--- config.mk ---
export PLATFORM = sky130hd
export DESIGN_NAME = stsd_cell
export DESIGN_NICKNAME = d
export VERILOG_FILES = /design/src/rtl/stsd_pkg.sv /design/src/rtl/stsd_cell.sv
export SDC_FILE = /design/constraint.sdc
export NUM_CORES = 1
export LEC_CHECK = 0
export CORE_ASPECT_RATIO = 1.2
export CORE_MARGIN = 4
export CORE_UTILIZATION = 44
export CTS_BUF_LIST = sky130_fd_sc_hd__clkbuf_4 sky130_fd_sc_hd__clkbuf_8
export DETAILED_ROUTE_END_ITERATION = 10
export DONT_BUFFER_PORTS = 1
export GPL_TIMING_DRIVEN = 0
export PLACE_DENSITY = 0.6
export SLEW_MARGIN = 40
export SYNTH_ARGS = -nofsm -noshare
export SYNTH_HDL_FRONTEND = slang
export SYNTH_SLANG_ARGS = --single-unit
--- constraint.sdc ---
create_clock -name clk_i -period 2.1 [get_ports clk_i]
set_clock_uncertainty 0.1 [all_clocks]
set_input_delay 0.21 -clock clk_i [delete_from_list [all_inputs] [get_ports clk_i]]
set_output_delay 0.21 -clock clk_i [all_outputs]
set_load 0.03 [all_outputs]
--- src/rtl/stsd_pkg.sv ---
// Shared types, codes and constants of the sorted table.
package stsd_pkg;

  localparam int unsigned DATA_W       = 32;
  localparam int unsigned FIELD_W      = 7;
  localparam int unsigned OP_W         = 2;
  localparam int unsigned STATUS_W     = 2;
  localparam int unsigned CAPACITY_DEF = 64;
  // status, found, first_position, match_count, entry_count; already whole bytes
  localparam int unsigned OUT_TDATA_W  = STATUS_W + 1 + 3 * FIELD_W;

  typedef enum logic [OP_W-1:0] {
    OP_INSERT = 2'd0,
    OP_SEARCH = 2'd1,
    OP_DELETE = 2'd2,
    OP_CLEAR  = 2'd3
  } op_e;

  typedef enum logic [STATUS_W-1:0] {
    ST_DONE      = 2'd0,
    ST_NOT_FOUND = 2'd1,
    ST_FULL      = 2'd2
  } status_e;

  typedef enum logic [1:0] {
    S_IDLE,
    S_EVAL,
    S_APPLY
  } state_e;

  // Broadcast from the controller to every cell.
  typedef struct packed {
    logic              eval;   // capture compare flags
    logic              ins;    // insert: shift up from the insertion point
    logic              del;    // delete: shift down from the first match
    logic [DATA_W-1:0] value;
  } cell_cmd_t;

  // Result fields in tdata order, lowest bits last in the struct.
  typedef struct packed {
    logic [FIELD_W-1:0] entry_count;
    logic [FIELD_W-1:0] match_count;
    logic [FIELD_W-1:0] first_position;
    logic               found;
    status_e            status;
  } result_t;

endpackage

--- src/rtl/stsd_cell.sv ---
// One slot of the sorted table: entry, compare flags and neighbour shifting.
module stsd_cell
  import stsd_pkg::*;
(
  input  logic              clk_i,
  input  logic              rst_ni,
  input  cell_cmd_t         cmd_i,
  input  logic              valid_i,       // slot lies below the fill count
  input  logic [DATA_W-1:0] left_entry_i,
  input  logic [DATA_W-1:0] right_entry_i,
  input  logic              left_lt_i,     // tied high on the first cell
  input  logic              left_eq_i,     // tied low on the first cell
  input  logic              right_eq_i,    // tied low on the last cell
  output logic [DATA_W-1:0] entry_o,
  output logic              lt_o,
  output logic              eq_o,
  output logic              first_o,       // first entry of the equal run
  output logic              last_o         // last entry of the equal run
);

  logic [DATA_W-1:0] entry_q, entry_d;
  logic              lt_q, lt_d;
  logic              eq_q, eq_d;

  always_comb begin
    lt_d = lt_q;
    eq_d = eq_q;
    if (cmd_i.eval) begin
      lt_d = valid_i && ($signed(entry_q) < $signed(cmd_i.value));
      eq_d = valid_i && (entry_q == cmd_i.value);
    end
  end

  always_comb begin
    entry_d = entry_q;
    if (cmd_i.ins && !lt_q) begin
      // insertion point takes the new value, slots above move up by one
      entry_d = left_lt_i ? cmd_i.value : left_entry_i;
    end else if (cmd_i.del && !lt_q) begin
      entry_d = right_entry_i;
    end
  end

  always_ff @(posedge clk_i or negedge rst_ni) begin
    if (!rst_ni) begin
      lt_q <= 1'b0;
      eq_q <= 1'b0;
    end else begin
      lt_q <= lt_d;
      eq_q <= eq_d;
    end
  end

  always_ff @(posedge clk_i) begin
    entry_q <= entry_d;
  end

  assign entry_o = entry_q;
  assign lt_o    = lt_q;
  assign eq_o    = eq_q;
  assign first_o = eq_q && !left_eq_i;
  assign last_o  = eq_q && !right_eq_i;

endmodule

Yosys cells after proc, flatten, opt, wreduce, memory -nomap -nowiden
Index checks and enable logic that the tools add are counted.

word-level totals
  register bits after elaboration = 34
  word-level logic and storage cells = 18
  input bits = 105

operators by class
  reduce and logical (&&, ||, !) cells = 10
  $lt $le $gt $ge = 1
  multiplexer cells = 3
  equality and inequality tests = 1

operator list
  kind                 count
  32-bit two-way mux   3
  32-bit == test       1
  32-bit < comparator  1
  1-bit logical AND    6
  1-bit zero test      3
  2-bit nonzero test   1

Logic depth before layout (Yosys ltp)
  depth after elaboration = 4
  mapped depth = 8
  mapped depth without buffers = 8

Least setup slack after synthesis
No wires, ideal clock.

  path kind = reg-to-reg
  from = reg lt_q, in the netlist lt_o
  to = reg entry_q[0], in the netlist entry_o[0] (enable)
  stages on the path, launching flop included = 2
  arrival time = 1.907 ns
  setup slack = -0.329 ns
  data required time = 1.578 ns
  cell sequence = dfrtp_1 nor2_1

on the way
  cells in the longest elaborated chain, start to end = 3

ends and longest elaborated chain
  what                                   RTL line                          text
  start: declaration                     stsd_cell.sv:22                   logic lt_q, lt_d;
  start signal: assignment               stsd_cell.sv:49                   lt_q <= lt_d;
  1-bit zero test *                      stsd_cell.sv:36, stsd_cell.sv:39
  1-bit logical AND (on tied branches)   stsd_cell.sv:36, stsd_cell.sv:39
  2-bit nonzero test (no source line) *  n/a
  end signal: assignment                 stsd_cell.sv:55                   entry_q <= entry_d;
  end: declaration                       stsd_cell.sv:21                   logic [DATA_W-1:0] entry_q, entry_d;

Every way passes the cells marked *; elsewhere a longest branch is shown, timed or not.
A chain may end at the register's enable or synchronous reset.

Worst setup path after layout
  from = reg entry_q[20], in the netlist entry_o[20]
  to = reg lt_q, in the netlist lt_o

on the way
  cells in the longest elaborated chain, start to end = 2

ends and longest elaborated chain
  what                 RTL line         text
  32-bit < comparator  stsd_cell.sv:29  lt_d = valid_i && ($signed(entry_q) < $signed(cmd_i.value));
  1-bit logical AND    stsd_cell.sv:29

Every way passes these cells.

==> metrics.csv <==
stage,metric,value,unit
status,failing_checks,negative setup slack,
clocking,htreeDepth,2,
detailed_routing,post_drt_via_cell_ratio,5.767,
pwr,clock_power_share,18.3,%
die,top_level_ports,141,
global_route,global_route.usage.total,18.39,%
clocking,numCtsBuffers,5,
die,floorplan.core_area,0.005443,mm²
worst_setup_path,critPathRequiredTime,2220,ps
global_route,grt_first_pass_wirelength,10220,µm
sta,hold_viol,0,
worst_setup_path,critical_path.slowest_cell,sky130_fd_sc_hd__edfxtp_1,
synth,ys_ff_latch,34,
min_path,hold_path_depth,2,
synth,synth.cell_area,0.002525,mm²
global_route,globalRoute.totalOverflow,0,
synth,synth_enable_flop_cells,32,
layout,final_cell_count_no_fill,343,
synth,synth_top_family_by_area,adder cells,
placement,cell_count_after_placement,331,
placement,globalplace.congestion,0.7443,
worst_setup_path,startpoint_class,register,
synth,ys_seq_area_share,40.04,%
die,floorplan.initialDensity,46.39,%
synth,syn_avg_cell_area,9.421,µm²
worst_setup_path,critical_path.endpoint_type,register,
synth,synthSimpleGateAreaFrac,11.69,%
sta,worst_slew_margin_rel,63.62,%
status,run_status,"complete, but fails checks",
pwr,internal_power_summed_over_all_cells,1.613,mW
placement,dp_slack,-348.5,ps
clocking,clk-insertion-delay-late,280,ps
layout,antenna_cells_inserted,0,
clocking,tritoncts,yes,
sta,fin_ws,-203.0,ps
clocking,cts_root_buf,sky130_fd_sc_hd__clkbuf_8,
synth,post_synthesis_xor_xnor_area_fraction,0,%
detailed_routing,drt_pass1_iterations,4,
layout,final_layout_size_suffix_gt1_share,12.46,%
synth,post_synth_fa_ha_maj_area_fraction,15.86,%
synth,synthArstFlopShare,5.882,%
layout,syn_to_final_growth,14.82,%
detailed_routing,wirelength,6427,µm
worst_setup_path,cp_cell_sequence,"ha_1, nand4_1, nor3_1, a22o_1, or4_4, a2111o_1, nand2_1",
worst_setup_path,criticalPathCategory,register to register,
worst_setup_path,critical_path.max_stage_delay,540,ps
worst_setup_path,worstRegToRegCells,7,
pwr,leakagePower,1.336,nW
synth,netlist_instances,268,
layout,final_cell_mix,"sky130_fd_sc_hd__nand2_1, sky130_fd_sc_hd__inv_1, sky130_fd_sc_hd__o21ai_0, sky130_fd_sc_hd__mux2i_1, sky130_fd_sc_hd__edfxtp_1",
die,floorplan.die.height,90.98,µm
detailed_routing,drt-wirelength-per-cell,18.74,µm
detailed_routing,first_iter_violations,30,
sta,grt_setup_unrepaired,yes,
pwr,power_density,951.6,mW/mm²
die,die_area,0.007019,mm²
pwr,switching_share,41.52,%
placement,hpwl,5197,µm
clocking,clock_sinks,34,
synth,area_fraction_in_compound_gates_after_synthesis,12.59,%
detailed_routing,dr_total_vias,1978,
sta,timing.final.crit_period,2303,ps
synth,ys_warn_count,0,
global_route,initial_antenna_violation_count,0,
detailed_routing,detail-route-antenna-nets,0,
worst_setup_path,critical_path_buf_inv_count,0,
pwr,ir_worst_vdd,491.6,µV
sta,worst-slew-pin-transition,543.8,ps
worst_setup_path,worst-path-stages,7,
pwr,power_switching,1.145,mW
synth,synthesis.nets,405,
job,cap_violations,0,
layout,fin_nets,417,
worst_setup_path,worstPathMaxFanout,2,
sta,max_freq,0.4342,GHz
detailed_routing,remaining_drc_errors,0,
die,rows,29,
synth,post_synthesis_cell_type_count,27,
clocking,worst_path_clk_slew,70,ps
clocking,cts_buffer_depth,2,
die,die_width,77.15,µm
pwr,p_total,2.759,mW
sta,number_of_setup_violations_in_the_final_report,1,
pwr,share_comb_of_total_power,28.7,%
min_path,holdCritPathClass,input pin to register,
placement,port_buffers,0,
worst_setup_path,data_arrival_critical_path,2420,ps
global_route,first_global_vias,2166,
layout,layout.cells.most_common,sky130_fd_sc_hd__nand2_1,
worst_setup_path,timing.critical_path.max_delay_family,simple AND/OR/NAND/NOR gates,
sta,final_max_slew_viol_count,0,
synth,flip_flop_cell_with_the_highest_count_after_synthesis,sky130_fd_sc_hd__edfxtp_1,
global_route,grt_max_degree,18,
sta,timing.final.crit_share,109.7,%
synth,yosys-mux-area-fraction,12.69,%
pwr,sequentialPowerShare,53.0,%
state kept, by name, summed over array words and instances, names as in the netlist:
register  flops
lt_o          1
entry_o      32
eq_o          1
through the flow:
step / utilization, % / instance area [µm²] / hold WS, ps / TNS, ps
2_1_floorplan: - / 2590 / -185.6 / -53.67
6_report: 53.26 / 2899 / 5.442 / -203.0
3_3_place_gp: 49.01 / 2668 / -185.5 / -10300
3_5_place_dp: 49.61 / 2700 / -185.5 / -503.5
5_1_grt: 53.26 / 2899 / 7.369 / -381.0
4_1_cts: 52.83 / 2875 / 3.001 / -252.7
cells in the mapped netlist (2+ instances only):
cell type	number	area share [%]
sky130_fd_sc_hd__nand2_1	40	5.9
sky130_fd_sc_hd__a21oi_2	2	0.69
sky130_fd_sc_hd__nand3_1	6	1.2
sky130_fd_sc_hd__o21ai_0	36	7.1
sky130_fd_sc_hd__clkbuf_1	8	1.2
sky130_fd_sc_hd__dfrtp_1	2	2.0
sky130_fd_sc_hd__inv_1	36	5.4
sky130_fd_sc_hd__ha_1	32	16
sky130_fd_sc_hd__nor4_1	2	0.50
sky130_fd_sc_hd__nor2_1	6	0.89
sky130_fd_sc_hd__edfxtp_1	32	38
sky130_fd_sc_hd__mux2i_1	32	13
sky130_fd_sc_hd__buf_2	3	0.59
sky130_fd_sc_hd__nand4_1	7	1.7
sky130_fd_sc_hd__a21oi_1	12	2.4
routing by layer:
metal,part of all wire [%],routed length (µm),track usage (%),vias to the layer above
met4,1.6,100,7.270,0
li1,-,-,-,977
met3,11,711,7.822,9
met2,52,3318,32.13,90
met5,0,0,0,-
met1,36,2297,19.44,902
area by class of cell:
| type | instances | area (µm²) |
|---|---|---|
| Clock buffer | 8 | 91.34 |
| Multi-Input combinational cell | 187 | 1469 |
| Timing Repair Buffer | 5 | 62.56 |
| Sequential cell | 34 | 1011 |
| Tap cell | 62 | 77.57 |
| Fill cell | 522 | 2544 |
| Buffer | 11 | 52.55 |
| Inverter | 36 | 135.1 |
worst paths after layout:
check | startpoint | slack (ps) | endpoint
max reg2reg | entry_o[20] | -200 | lt_o
min | valid_i | 5 | lt_o
min reg2reg | eq_o | 650 | eq_o
max | entry_o[20] | -200 | lt_o
max in group asynchronous | rst_ni | 1720 | lt_o
min in group asynchronous | rst_ni | 60 | eq_o
cells by family (layout without fill, tap and decap cells):
kind of cell,after synthesis,in the layout
AOI/OAI and AO/OA,57,57
adders and majority gates,32,32
buffers and inverters,47,60
DFF,34,34
muxes,32,32
and+or+nand+nor,66,66
repair_timing:
item,CTS,global route
buffers inserted,2,0
endpoints found under the hold margin,3,0
hold buffers,2,0
endpoints found under the setup margin,8,22
pin swaps,10,2
gates cloned,0,0
resized for setup,10,8
power groups by stage:
stage | registers [mW] | clock network [mW] | logic (mW)
global route | 1.49 | 0.556 | 0.933
CTS | 1.47 | 0.524 | 0.797
finish | 1.46 | 0.505 | 0.791
detailed placement | 1.48 | 0 | 0.757
floorplan | 1.43 | 0 | 0.546
global placement | 1.48 | 0 | 0.705
(Power assumes the default switching activity.)
